**src/u8d_pkg.sv**
```systemverilog
// shared types, constants and helpers of the utf-8 stream decoder
package u8d_pkg;

    // default number of decoded jobs buffered between front and back
    localparam int U8D_QUEUE_DEPTH = 4;

    localparam logic [20:0] ESC_BASE  = 21'h00DC00;
    localparam logic [20:0] MAX_CODE  = 21'h10FFFF;
    localparam logic [20:0] MIN_TWO   = 21'h000080;
    localparam logic [20:0] MIN_THREE = 21'h000800;
    localparam logic [20:0] MIN_FOUR  = 21'h010000;

    // one job: escapes of the held bytes, then an optional tail result
    typedef struct packed {
        logic [1:0]      held_n;
        logic [2:0][7:0] held;
        logic            has_tail;
        logic [20:0]     tail_cp;
        logic            tail_esc;
    } t_job;

    // escape value for an undecodable byte
    function automatic logic [20:0] escape_of(input logic [7:0] b);
        escape_of = ESC_BASE | {13'd0, b};
    endfunction

endpackage

```
**src/u8d_front.sv**
```systemverilog
// front part: accepts bytes, tracks the open sequence and builds result jobs
module u8d_front import u8d_pkg::*; (
    input  logic        i_clk,
    input  logic        i_rst_n,
    input  logic        i_accept,
    input  logic [7:0]  i_byte_value,
    input  logic        i_end_of_input,
    output logic        o_job_push,
    output t_job        o_job
);

    logic [1:0]      r_be, n_be;
    logic [20:0]     r_pv, n_pv;
    logic [1:0]      r_sl, n_sl;
    logic [2:0][7:0] r_hb, n_hb;
    logic [1:0]      r_hc, n_hc;

    logic        st_emit;
    logic        st_lead;
    logic [20:0] st_cp;
    logic        st_esc;
    logic [1:0]  st_len;
    logic [20:0] st_val;
    logic        is_cont;
    logic [20:0] pv_acc;
    logic [20:0] min_val;
    logic        bad;

    // classify the byte as it would be seen from the initial state
    always_comb begin
        st_emit = 1'b1;
        st_lead = 1'b0;
        st_cp   = escape_of(i_byte_value);
        st_esc  = 1'b1;
        st_len  = 2'd0;
        st_val  = 21'd0;
        if (i_byte_value < 8'h80) begin
            st_cp  = {13'd0, i_byte_value};
            st_esc = 1'b0;
        end else if (i_byte_value >= 8'hC0 && i_byte_value < 8'hE0) begin
            st_emit = 1'b0;
            st_lead = 1'b1;
            st_len  = 2'd1;
            st_val  = {16'd0, i_byte_value[4:0]};
        end else if (i_byte_value >= 8'hE0 && i_byte_value < 8'hF0) begin
            st_emit = 1'b0;
            st_lead = 1'b1;
            st_len  = 2'd2;
            st_val  = {17'd0, i_byte_value[3:0]};
        end else if (i_byte_value >= 8'hF0 && i_byte_value < 8'hF5) begin
            st_emit = 1'b0;
            st_lead = 1'b1;
            st_len  = 2'd3;
            st_val  = {18'd0, i_byte_value[2:0]};
        end
    end

    // continuation accumulate and final value check
    always_comb begin
        is_cont = (i_byte_value[7:6] == 2'b10);
        pv_acc  = {r_pv[14:0], i_byte_value[5:0]};
        case (r_sl)
            2'd1:    min_val = MIN_TWO;
            2'd2:    min_val = MIN_THREE;
            default: min_val = MIN_FOUR;
        endcase
        bad = (pv_acc < min_val) ||
              (pv_acc[20:16] == 5'd0 && pv_acc[15:8] == ESC_BASE[15:8]) ||
              (pv_acc > MAX_CODE);
    end

    // sequence state update and job construction
    always_comb begin
        n_be  = r_be;
        n_pv  = r_pv;
        n_sl  = r_sl;
        n_hb  = r_hb;
        n_hc  = r_hc;
        o_job_push     = 1'b0;
        o_job.held_n   = 2'd0;
        o_job.held     = r_hb;
        o_job.has_tail = 1'b0;
        o_job.tail_cp  = st_cp;
        o_job.tail_esc = st_esc;
        if (i_accept) begin
            if (i_end_of_input) begin
                if (r_be != 2'd0) begin
                    o_job_push   = 1'b1;
                    o_job.held_n = r_hc;
                    n_be = 2'd0;
                    n_pv = 21'd0;
                    n_sl = 2'd0;
                    n_hc = 2'd0;
                end
            end else if (r_be == 2'd0 || !is_cont) begin
                // fail any open sequence, then decode the byte afresh
                o_job_push     = st_emit || (r_be != 2'd0);
                o_job.held_n   = (r_be != 2'd0) ? r_hc : 2'd0;
                o_job.has_tail = st_emit;
                n_be = 2'd0;
                n_pv = 21'd0;
                n_sl = 2'd0;
                n_hc = 2'd0;
                if (st_lead) begin
                    n_be    = st_len;
                    n_sl    = st_len;
                    n_pv    = st_val;
                    n_hb[0] = i_byte_value;
                    n_hc    = 2'd1;
                end
            end else if (r_be == 2'd1) begin
                // sequence completes with this continuation
                o_job_push     = 1'b1;
                o_job.has_tail = 1'b1;
                if (bad) begin
                    o_job.held_n = r_hc;
                end else begin
                    o_job.tail_cp  = pv_acc;
                    o_job.tail_esc = 1'b0;
                end
                n_be = 2'd0;
                n_pv = 21'd0;
                n_sl = 2'd0;
                n_hc = 2'd0;
            end else begin
                n_pv = pv_acc;
                n_be = r_be - 2'd1;
                if (r_hc < 2'd3) begin
                    n_hb[r_hc] = i_byte_value;
                    n_hc       = r_hc + 2'd1;
                end
            end
        end
    end

    // state registers
    always_ff @(posedge i_clk) begin
        if (!i_rst_n) begin
            r_be <= 2'd0;
            r_pv <= 21'd0;
            r_sl <= 2'd0;
            r_hc <= 2'd0;
        end else begin
            r_be <= n_be;
            r_pv <= n_pv;
            r_sl <= n_sl;
            r_hc <= n_hc;
        end
    end

    // held bytes need no reset
    always_ff @(posedge i_clk) begin
        r_hb <= n_hb;
    end

    // an open sequence always holds its lead byte, the initial state holds none
    a_idle_no_held: assert property (@(posedge i_clk) disable iff (!i_rst_n)
        (r_be == 2'd0) |-> (r_hc == 2'd0 && r_sl == 2'd0))
        else $error("held bytes left in initial state");
    a_open_has_lead: assert property (@(posedge i_clk) disable iff (!i_rst_n)
        (r_be != 2'd0) |-> (r_hc != 2'd0 && r_be <= r_sl))
        else $error("open sequence without lead byte");

endmodule

```
**src/u8d_queue.sv**
```systemverilog
// short job queue between the front and the back part
module u8d_queue import u8d_pkg::*; #(
    parameter int DEPTH = U8D_QUEUE_DEPTH
) (
    input  logic i_clk,
    input  logic i_rst_n,
    input  logic i_push,
    input  t_job i_job,
    input  logic i_pop,
    output logic o_full,
    output logic o_empty,
    output t_job o_head
);

    localparam int PTR_W = (DEPTH > 1) ? $clog2(DEPTH) : 1;
    localparam int CNT_W = $clog2(DEPTH + 1);

    t_job             r_mem [DEPTH];
    logic [PTR_W-1:0] r_wr, r_rd;
    logic [CNT_W-1:0] r_cnt;
    logic             do_push, do_pop;

    assign o_full  = (r_cnt == CNT_W'(DEPTH));
    assign o_empty = (r_cnt == '0);
    assign o_head  = r_mem[r_rd];
    assign do_push = i_push && !o_full;
    assign do_pop  = i_pop && !o_empty;

    // pointers and fill count
    always_ff @(posedge i_clk) begin
        if (!i_rst_n) begin
            r_wr  <= '0;
            r_rd  <= '0;
            r_cnt <= '0;
        end else begin
            if (do_push) begin
                r_wr <= (r_wr == PTR_W'(DEPTH - 1)) ? '0 : r_wr + PTR_W'(1);
            end
            if (do_pop) begin
                r_rd <= (r_rd == PTR_W'(DEPTH - 1)) ? '0 : r_rd + PTR_W'(1);
            end
            if (do_push && !do_pop) begin
                r_cnt <= r_cnt + CNT_W'(1);
            end else if (do_pop && !do_push) begin
                r_cnt <= r_cnt - CNT_W'(1);
            end
        end
    end

    // job storage
    always_ff @(posedge i_clk) begin
        if (do_push) begin
            r_mem[r_wr] <= i_job;
        end
    end

    // the front only pushes on accepted items, which full already blocks
    a_no_push_full: assert property (@(posedge i_clk) disable iff (!i_rst_n)
        i_push |-> !o_full)
        else $error("job pushed into full queue");
    a_cnt_range: assert property (@(posedge i_clk) disable iff (!i_rst_n)
        r_cnt <= CNT_W'(DEPTH))
        else $error("queue count out of range");

endmodule

```
**src/u8d_back.sv**
```systemverilog
// back part: walks each job and delivers one result per cycle while the receiver keeps popping
module u8d_back import u8d_pkg::*; (
    input  logic        i_clk,
    input  logic        i_rst_n,
    input  t_job        i_head,
    input  logic        i_head_valid,
    output logic        o_head_pop,
    input  logic        i_pop,
    output logic        o_empty,
    output logic [20:0] o_code_point,
    output logic        o_is_escape,
    output logic        o_last_of_run
);

    logic        r_ov;
    logic [1:0]  r_idx;
    logic [20:0] r_cp;
    logic        r_esc;
    logic        r_last;

    logic        load;
    logic [2:0]  total;
    logic        last;
    logic [20:0] sel_cp;
    logic        sel_esc;

    // pick the result at the current index of the head job
    always_comb begin
        load  = i_head_valid && (!r_ov || i_pop);
        total = {1'b0, i_head.held_n} + {2'd0, i_head.has_tail};
        last  = (({1'b0, r_idx} + 3'd1) == total);
        if (r_idx < i_head.held_n) begin
            sel_cp  = escape_of(i_head.held[r_idx]);
            sel_esc = 1'b1;
        end else begin
            sel_cp  = i_head.tail_cp;
            sel_esc = i_head.tail_esc;
        end
    end

    assign o_head_pop    = load && last;
    assign o_empty       = !r_ov;
    assign o_code_point  = r_cp;
    assign o_is_escape   = r_esc;
    assign o_last_of_run = r_last;

    // output valid and job index
    always_ff @(posedge i_clk) begin
        if (!i_rst_n) begin
            r_ov  <= 1'b0;
            r_idx <= 2'd0;
        end else if (load) begin
            r_ov  <= 1'b1;
            r_idx <= last ? 2'd0 : r_idx + 2'd1;
        end else if (i_pop) begin
            r_ov <= 1'b0;
        end
    end

    // output payload
    always_ff @(posedge i_clk) begin
        if (load) begin
            r_cp   <= sel_cp;
            r_esc  <= sel_esc;
            r_last <= last;
        end
    end

    // a job being walked stays at the head of the queue
    a_job_held: assert property (@(posedge i_clk) disable iff (!i_rst_n)
        (r_idx != 2'd0) |-> i_head_valid)
        else $error("job left queue before its last result");
    // the front never queues a job without results
    a_job_nonempty: assert property (@(posedge i_clk) disable iff (!i_rst_n)
        i_head_valid |-> (total != 3'd0 && {1'b0, r_idx} < total))
        else $error("empty or overrun job at queue head");

endmodule

```
**src/utf8_stream_decoder.sv**
```systemverilog
// top level of the utf-8 stream decoder
//
// Input queue side: drive push with i_byte_value or i_end_of_input; a
// transaction takes place at a clock edge with push high and full low.
// Result queue side: while empty is low the oldest result sits on
// o_code_point, o_is_escape and o_last_of_run; a transaction takes place at
// a clock edge with pop high and empty low.
// Each byte gives zero to four results; o_last_of_run marks the final one.
// A lead byte gives nothing until its sequence ends; a failed sequence gives
// an escape for each held byte and then the result of the current byte.
// The first result of a byte goes into the job queue, then into the output register.
// Throughput: one byte per cycle while full is low and one result per cycle
// while pop is high; a byte that fails a sequence holds the back until all
// of its results are out, and full rises once QUEUE_DEPTH jobs wait.
// When the receiver stalls, results and jobs stay put and full rises once
// the job queue is full; bytes keep being taken until then.
// Reset (synchronous, active low) empties the queue and the output stage and
// returns the decoder to the initial state.
module utf8_stream_decoder import u8d_pkg::*; #(
    parameter int QUEUE_DEPTH = U8D_QUEUE_DEPTH
) (
    input  logic        i_clk,
    input  logic        i_rst_n,
    input  logic        push,
    output logic        full,
    input  logic [7:0]  i_byte_value,
    input  logic        i_end_of_input,
    output logic        empty,
    input  logic        pop,
    output logic [20:0] o_code_point,
    output logic        o_is_escape,
    output logic        o_last_of_run
);

    logic q_full;
    logic q_empty;
    logic job_push;
    logic head_pop;
    t_job job;
    t_job head;

    assign full = q_full;

    // front: classify bytes and build jobs
    u8d_front u_front (
        .i_clk          (i_clk),
        .i_rst_n        (i_rst_n),
        .i_accept       (push && !q_full),
        .i_byte_value   (i_byte_value),
        .i_end_of_input (i_end_of_input),
        .o_job_push     (job_push),
        .o_job          (job)
    );

    // job queue
    u8d_queue #(
        .DEPTH (QUEUE_DEPTH)
    ) u_queue (
        .i_clk   (i_clk),
        .i_rst_n (i_rst_n),
        .i_push  (job_push),
        .i_job   (job),
        .i_pop   (head_pop),
        .o_full  (q_full),
        .o_empty (q_empty),
        .o_head  (head)
    );

    // back: deliver results
    u8d_back u_back (
        .i_clk         (i_clk),
        .i_rst_n       (i_rst_n),
        .i_head        (head),
        .i_head_valid  (!q_empty),
        .o_head_pop    (head_pop),
        .i_pop         (pop),
        .o_empty       (empty),
        .o_code_point  (o_code_point),
        .o_is_escape   (o_is_escape),
        .o_last_of_run (o_last_of_run)
    );

endmodule

```
**config.mk**
```make
export PLATFORM = sky130hd
export DESIGN_NAME = utf8_stream_decoder
export DESIGN_NICKNAME = d
export VERILOG_FILES = /design/src/u8d_pkg.sv /design/src/u8d_front.sv /design/src/u8d_queue.sv /design/src/u8d_back.sv /design/src/utf8_stream_decoder.sv
export SDC_FILE = /design/constraint.sdc
export NUM_CORES = 1
export LEC_CHECK = 0
export ABC_AREA = 1
export BUFFER_PORTS_ARGS = -buffer_cell sky130_fd_sc_hd__buf_2
export CAP_MARGIN = 10
export CORE_AREA = 5 5 149 151
export CTS_CLUSTER_SIZE = 28
export DETAILED_ROUTE_END_ITERATION = 12
export DIE_AREA = 0 0 154 156
export PLACE_DENSITY = 0.72
export SLEW_MARGIN = 20
export SYNTH_ARGS = -nofsm -noshare
export SYNTH_HDL_FRONTEND = slang
export SYNTH_SLANG_ARGS = --single-unit
```
**constraint.sdc**
```tcl
create_clock -name i_clk -period 8.49 [get_ports i_clk]
set_input_delay 0.849 -clock i_clk [delete_from_list [all_inputs] [get_ports i_clk]]
set_output_delay 0.849 -clock i_clk [all_outputs]
set_load 0.01 [all_outputs]
```
== Yosys cells after proc, flatten, opt, wreduce, memory -nomap -nowiden ==
Memories as Yosys holds them, arrays and structs flattened. A register that Yosys moved wholly into a read port is not among the register bits.
Cells that the tools add are included.

* Bits in read-only memories: 0
* Word-level logic and storage cells: 167
* Input bits: 13
* Bits in registers: 78
* Latch bits: 0
* Output and inout port bits: 25
* Memories: 1
* Bits in writable memories: 196

{| class="wikitable"
|+ Memories
! memory !! words !! bits a word !! rd ports !! clocked after memory_dff !! write ports !! RTL line !! text
|-
| u_queue.r_mem || 4 || 49 || 1 || 1 || 1 || u8d_queue.sv:18 || <nowiki>t_job r_mem [DEPTH];</nowiki>
|}

* Bitwise logic cells: 3
* Multiply operators: 0
* Shift operators: 0
* $lt $le $gt $ge: 14
* Eq/ne operators: 12
* Mux-type cells: 75
* Divide/modulo/power cells: 0
* $add $sub $neg: 9
* Reductions and logical operators: 37

{| class="wikitable"
|+ Operator list
! operator !! count
|-
| $mux 15 || 7
|-
| $mux 23 || 3
|-
| $mux 8 || 7
|-
| $mux 2 || 27
|-
| $mux 22 || 2
|-
| $pmux 17 s2 || 1
|-
| $lt 8x8->1 const B || 4
|-
| $bwmux 24 || 1
|-
| $ge 8x8->1 const B || 3
|-
| $gt 21x21->1 const B || 1
|-
| $lt 21x17->1 || 1
|-
| $mux 1 || 20
|-
| $bmux 8 s2 || 1
|-
| $demux 8 s2 || 1
|-
| $mux 16 || 1
|-
| $logic_and 1x1->1 || 12
|-
| $reduce_and 5->1 || 2
|-
| $mux 3 || 3
|-
| $add 2x1->2 const B || 4
|-
| $eq 2x2->1 const B || 4
|-
| $eq 8x8->1 const B || 1
|-
| $reduce_bool 2->1 || 4
|-
| $logic_not 1->1 || 6
|-
| $lt 2x3->1 const B || 2
|-
| 22 further kinds || 32
|}

== Longest topological paths before layout ==
* Word-level depth: 15
* Gate-level depth with buffers: 20
* Mapped depth without buffers: 18

== By module ==
From an unflattened synthesis, not the netlist that was laid out.

* Cells, all modules: 970
* Area, all modules: 11512.3 µm²

{| class="wikitable"
|+ Modules (own cells, without submodules)
! module !! cells each !! area each (µm²) !! sequential area each (µm²) !! instances
|-
| u8d_queue || 546 || 7757.4 || 6065.8 || 1
|-
| u8d_front || 264 || 2361.0 || 1141.1 || 1
|-
| u8d_back || 157 || 1380.1 || 750.7 || 1
|-
| utf8_stream_decoder || 3 || 13.8 || 0.0 || 1
|}

== Worst setup path before layout ==
No wires, ideal clock.

* Path kind: input -> register
* Start: input port i_byte_value[6]
* End: memory u_queue.r_mem[0][0] (netlist bit), enable pin
* Setup slack: 4.651 ns
* Data required time: 8.034 ns
* Arrival: 3.383 ns
* Setup time: 0.456 ns
* Stages: 6
* Path through: inv_1 nand3_4 nor2_4 nor2_4 nand2_2 nor2_1

* Cells in the longest elaborated chain, start to end: 13
* Elaborated cells between the ends (all ways): 24

{| class="wikitable"
|+ Ends and longest elaborated chain
! item !! RTL line !! text
|-
| from (decl) || utf8_stream_decoder.sv:26 || <nowiki>input logic [7:0] i_byte_value,</nowiki>
|-
| $ge 8x8->1 or $lt 8x8->1 (tied branches) || u8d_front.sv:50 || <nowiki>end else if (i_byte_value >= 8'hF0 && i_byte_value < 8'hF5) begin</nowiki>
|-
| $logic_and 1x1->1 || u8d_front.sv:50 ||
|-
| $mux 1 || u8d_front.sv:50 ||
|-
| $mux 1 || u8d_front.sv:45 || <nowiki>end else if (i_byte_value >= 8'hE0 && i_byte_value < 8'hF0) begin</nowiki>
|-
| $mux 1 || u8d_front.sv:40 || <nowiki>end else if (i_byte_value >= 8'hC0 && i_byte_value < 8'hE0) begin</nowiki>
|-
| $mux 1 || u8d_front.sv:37 || <nowiki>if (i_byte_value < 8'h80) begin</nowiki>
|-
| $logic_or 1x1->1 || u8d_front.sv:97 || <nowiki>o_job_push = st_emit || (r_be != 2'd0);</nowiki>
|-
| $mux 1 (*) || u8d_front.sv:95 || <nowiki>end else if (r_be == 2'd0 || !is_cont) begin</nowiki>
|-
| $mux 1 (*) || u8d_front.sv:86 || <nowiki>if (i_end_of_input) begin</nowiki>
|-
| $mux 1 (*) || u8d_front.sv:85 || <nowiki>if (i_accept) begin</nowiki>
|-
| $logic_and 1x1->1 (*) || u8d_queue.sv:26 || <nowiki>assign do_push = i_push && !o_full;</nowiki>
|-
| $mux 1 (*) || u8d_queue.sv:52 || <nowiki>if (do_push) begin</nowiki>
|-
| $mux 1 (implied by the code) (*) || u8d_queue.sv:53 || <nowiki>r_mem[r_wr] <= i_job;</nowiki>
|-
| to (decl) || u8d_queue.sv:18 ||
|}

Mark *: on every way between the ends. The rest lies on a longest branch, timed or not.

==> flow_metrics.py <==
metrics = {
    "route": {
        "route.detailed.drc": 0,
        "routed_wl_um": 24100,
        "via_count": 7326,
        "drtIter0Drc": 654,
        "ant_nets": 0,
        "firstDrtPassIters": 5,
        "routed_via_density": 5.55,
        "post_drt_wl_per_cell_um": 18.3,
    },
    "clock_network": {
        "htree_levels": 1,
        "cts_buffers": 28,
        "cts_root_buffer": "clkbuf_16",
        "cts_setup_buffers": 0,
        "hold_buffers": 0,
        "clk_pin_slew_ps": 60,
        "clkLatencyLatePin_ps": 540,
        "cts_tree": "built",
        "clock_path_buffers": 3,
        "cts_sinks": 276,
        "cts_resized": 0,
    },
    "setup_path": {
        "crit_family": "buffers and inverters",
        "crit_fanout": 57,
        "critical_path_depth": 16,
        "crit_arrival_ps": 4550,
        "worst-r2r-setup-slack_ps": 4360,
        "cp-start-kind": "register",
        "cpPeakStageDelay_ps": 520,
        "rr_worst_depth": 16,
        "critPathCaptureType": "register",
        "slowest_stage": "buf_4",
        "crit_type": "register to register",
        "cp_cell_sequence": "buf_4 > inv_1 > buf_4 > o21ai_0 > o22ai_1 > ha_1 > ha_1 > xnor2_1 > nand3_1 > nor2_1 > inv_1 > ha_1 > inv_1 > fa_1 > o21ai_0 > a21oi_1",
        "required_ps": 8910,
        "reg2reg_to": "u_queue.r_cnt[1]",
        "critPathBufInv": 5,
        "crit_path_end": "u_queue.r_cnt[1]",
    },
    "floorplan": {
        "die_w_um": 154,
        "rows": 53,
        "coreArea_um2": 20700,
        "dieHeight_um": 156,
        "dieArea_um2": 24000,
        "ioPinCount": 38,
        "start_util_pct": 55.1,
    },
    "final_layout": {
        "nNetsFinal": 1057,
        "syn2layout_area_growth_pct": 12.1,
        "num_antenna_cells": 0,
        "nFillCells": 1638,
        "final_core_util_pct": 61.7,
        "drive_gt1_share_pct": 11.7,
        "instances_no_fill": 1320,
        "final_area_um2": 12800,
    },
    "grt": {
        "grt_overflow": 0,
        "grt_first_pass_wirelength_um": 38600,
        "grt_pass1_vias": 7230,
        "grt_use_total_pct": 20.2,
        "antenna_found_initial": 0,
        "grt_max_degree": 100,
    },
    "logic_synthesis": {
        "synth_top_area_share_pct": 64.1,
        "synth_most_common_cell": "edfxtp_1",
        "ys.warnings.count": 0,
        "netlist_instances": 989,
        "synth_cell_types": 37,
        "async_reset_ff_share_pct": 0,
        "synth.area.top_cells": "edfxtp_1 64%, nand2_1 6.4%, dfxtp_1 5.8%",
        "ys.flop_type": "edfxtp_1",
        "yosys.area.top_type": "edfxtp_1",
        "synth_area_per_cell_um2": 11.5,
        "synth-seq-cells": 276,
        "syn_nets": 1023,
        "synth_edf_count": 243,
        "ys_seq_area_share_pct": 69.9,
        "synthesis.area_um2": 11400,
        "synthTopCellsByCount": "243 x edfxtp_1, 193 x nand2_1, 155 x nor2_1",
    },
    "placed_design": {
        "hpwlAfterDp_um": 13700,
        "place_inst": 1268,
        "globalplace.congestion": 0.839,
        "port_buffers": 37,
        "place_area_um2": 11800,
    },
    "min_path": {
        "hold_depth": 2,
        "hp-class": "register to register",
    },
    "timing": {
        "hold_viol": 0,
        "setup_tns_ps": 0,
        "finalSetupViolCount": 0,
        "skew_ps": 11.7,
        "tightestPinTransition_ps": 1110,
        "rsz0062_at_grt": "false",
        "timing.final.max_slew_violations": 0,
        "fmax_mhz": 242,
        "max_slew_margin_pct": 25.7,
        "period_minus_slack_ps": 4130,
        "post-route-period-util_pct": 48.6,
    },
    "status": {
        "status": "finished, final reports clean",
    },
    "power_and_ir_drop": {
        "power_density_nw_per_um2": 315,
        "p_leak_uw": 0.00470,
        "max-vdd-ir-drop_mv": 0.143,
    },
    "run": {
        "maxCapViolCount": 0,
    },
}
-- report_power, final --
part	switching (µW)	internal [µW]	total (µW)
Clock	497	752	1250
Combinational	738	298	1040
Sequential	57.1	1680	1730
-- through the flow --
stage	setup WS, ps	total power [µW]	hold WS, ps
4_1_cts	4460	4040	491
3_5_place_dp	4500	2800	481
2_1_floorplan	4650	2480	457
5_1_grt	4010	4240	509
6_report	4360	4020	491
3_3_place_gp	4600	2770	474
-- metal layers --
layer | GRT usage [%] | share of wire (%) | up-vias
met5 | 0 | 0 | -
met4 | 5.51 | 2.0 | 0
met3 | 2.66 | 6.3 | 41
met2 | 33.6 | 48 | 259
met1 | 28.5 | 43 | 3525
li1 | - | - | 3501
-- sequential cells by signal (all words and copies together) (netlist names), named ones only --
| signal | cells |
|---|---|
| u_back.o_is_escape | 1 |
| u_back.o_last_of_run | 1 |
| u_queue.r_cnt | 3 |
| u_front.r_sl | 2 |
| u_back.r_ov | 1 |
| u_front.r_pv | 15 |
| u_queue.r_wr | 2 |
| u_front.r_hc | 2 |
| u_queue.r_mem | 196 |
| u_back.o_code_point | 21 |
| u_front.o_job | 24 |
| u_queue.r_rd | 2 |
| u_back.r_idx | 2 |
| u_front.r_be | 2 |
-- cells by family (layout without fill, tap and decap cells) --
family          after synthesis  count (layout)  share of synthesized area (%)
simple gates                427             427                           16.0
compound gates              156             156                           7.71
fa+ha+maj                    21              21                           2.37
flops                       276             276                           69.9
buf+inv                     106             162                           3.87
xor+xnor                      3               3                          0.231
-- tightest hold or removal path, delay by kind of cell, from the launching register on --
family / cells / cell delay, ps
AO/OA/AOI/OAI: 1 / 50
flip-flops: 1 / 320
AND/OR/NAND/NOR: 1 / 70
-- how the worst min path moves through the flow --
stage	endpoint	slack, ps	start
2_1_floorplan	u_front.r_pv[0]	460	u_front.r_pv[0]
4_1_cts	u_front.r_pv[0]	490	u_front.r_pv[0]
5_1_grt	u_queue.r_mem[2][38]	510	u_front.o_job[38]
3_5_place_dp	u_queue.r_mem[3][26]	480	u_front.o_job[26]
3_3_place_gp	u_queue.r_mem[2][26]	470	u_front.o_job[26]
6_report	u_front.r_pv[0]	490	u_front.r_pv[0]
-- placed cells by master (no fill, tap or decap), types with 20 or more instances in the layout --
cell type / count
nand2_1: 193
inv_1: 57
nand3_1: 50
edfxtp_1: 243
clkbuf_16: 29
dfxtp_1: 31
nor2_1: 151
a21oi_1: 37
o21ai_0: 84
ha_1: 20
buf_2: 37
-- cell type report --
class                           instances  area (µm²)  share of cell area (%)
Sequential cell                       276        7960                    62.3
Multi-Input combinational cell        607        3020                    23.7
Clock buffer                           40         807                    6.32
Tap cell                              275         344                    2.69
Timing Repair Buffer                   46         253                    1.98
Inverter                               64         240                    1.88
Clock inverter                         12         146                    1.15
Note: power is estimated with default switching activity, not from simulation.
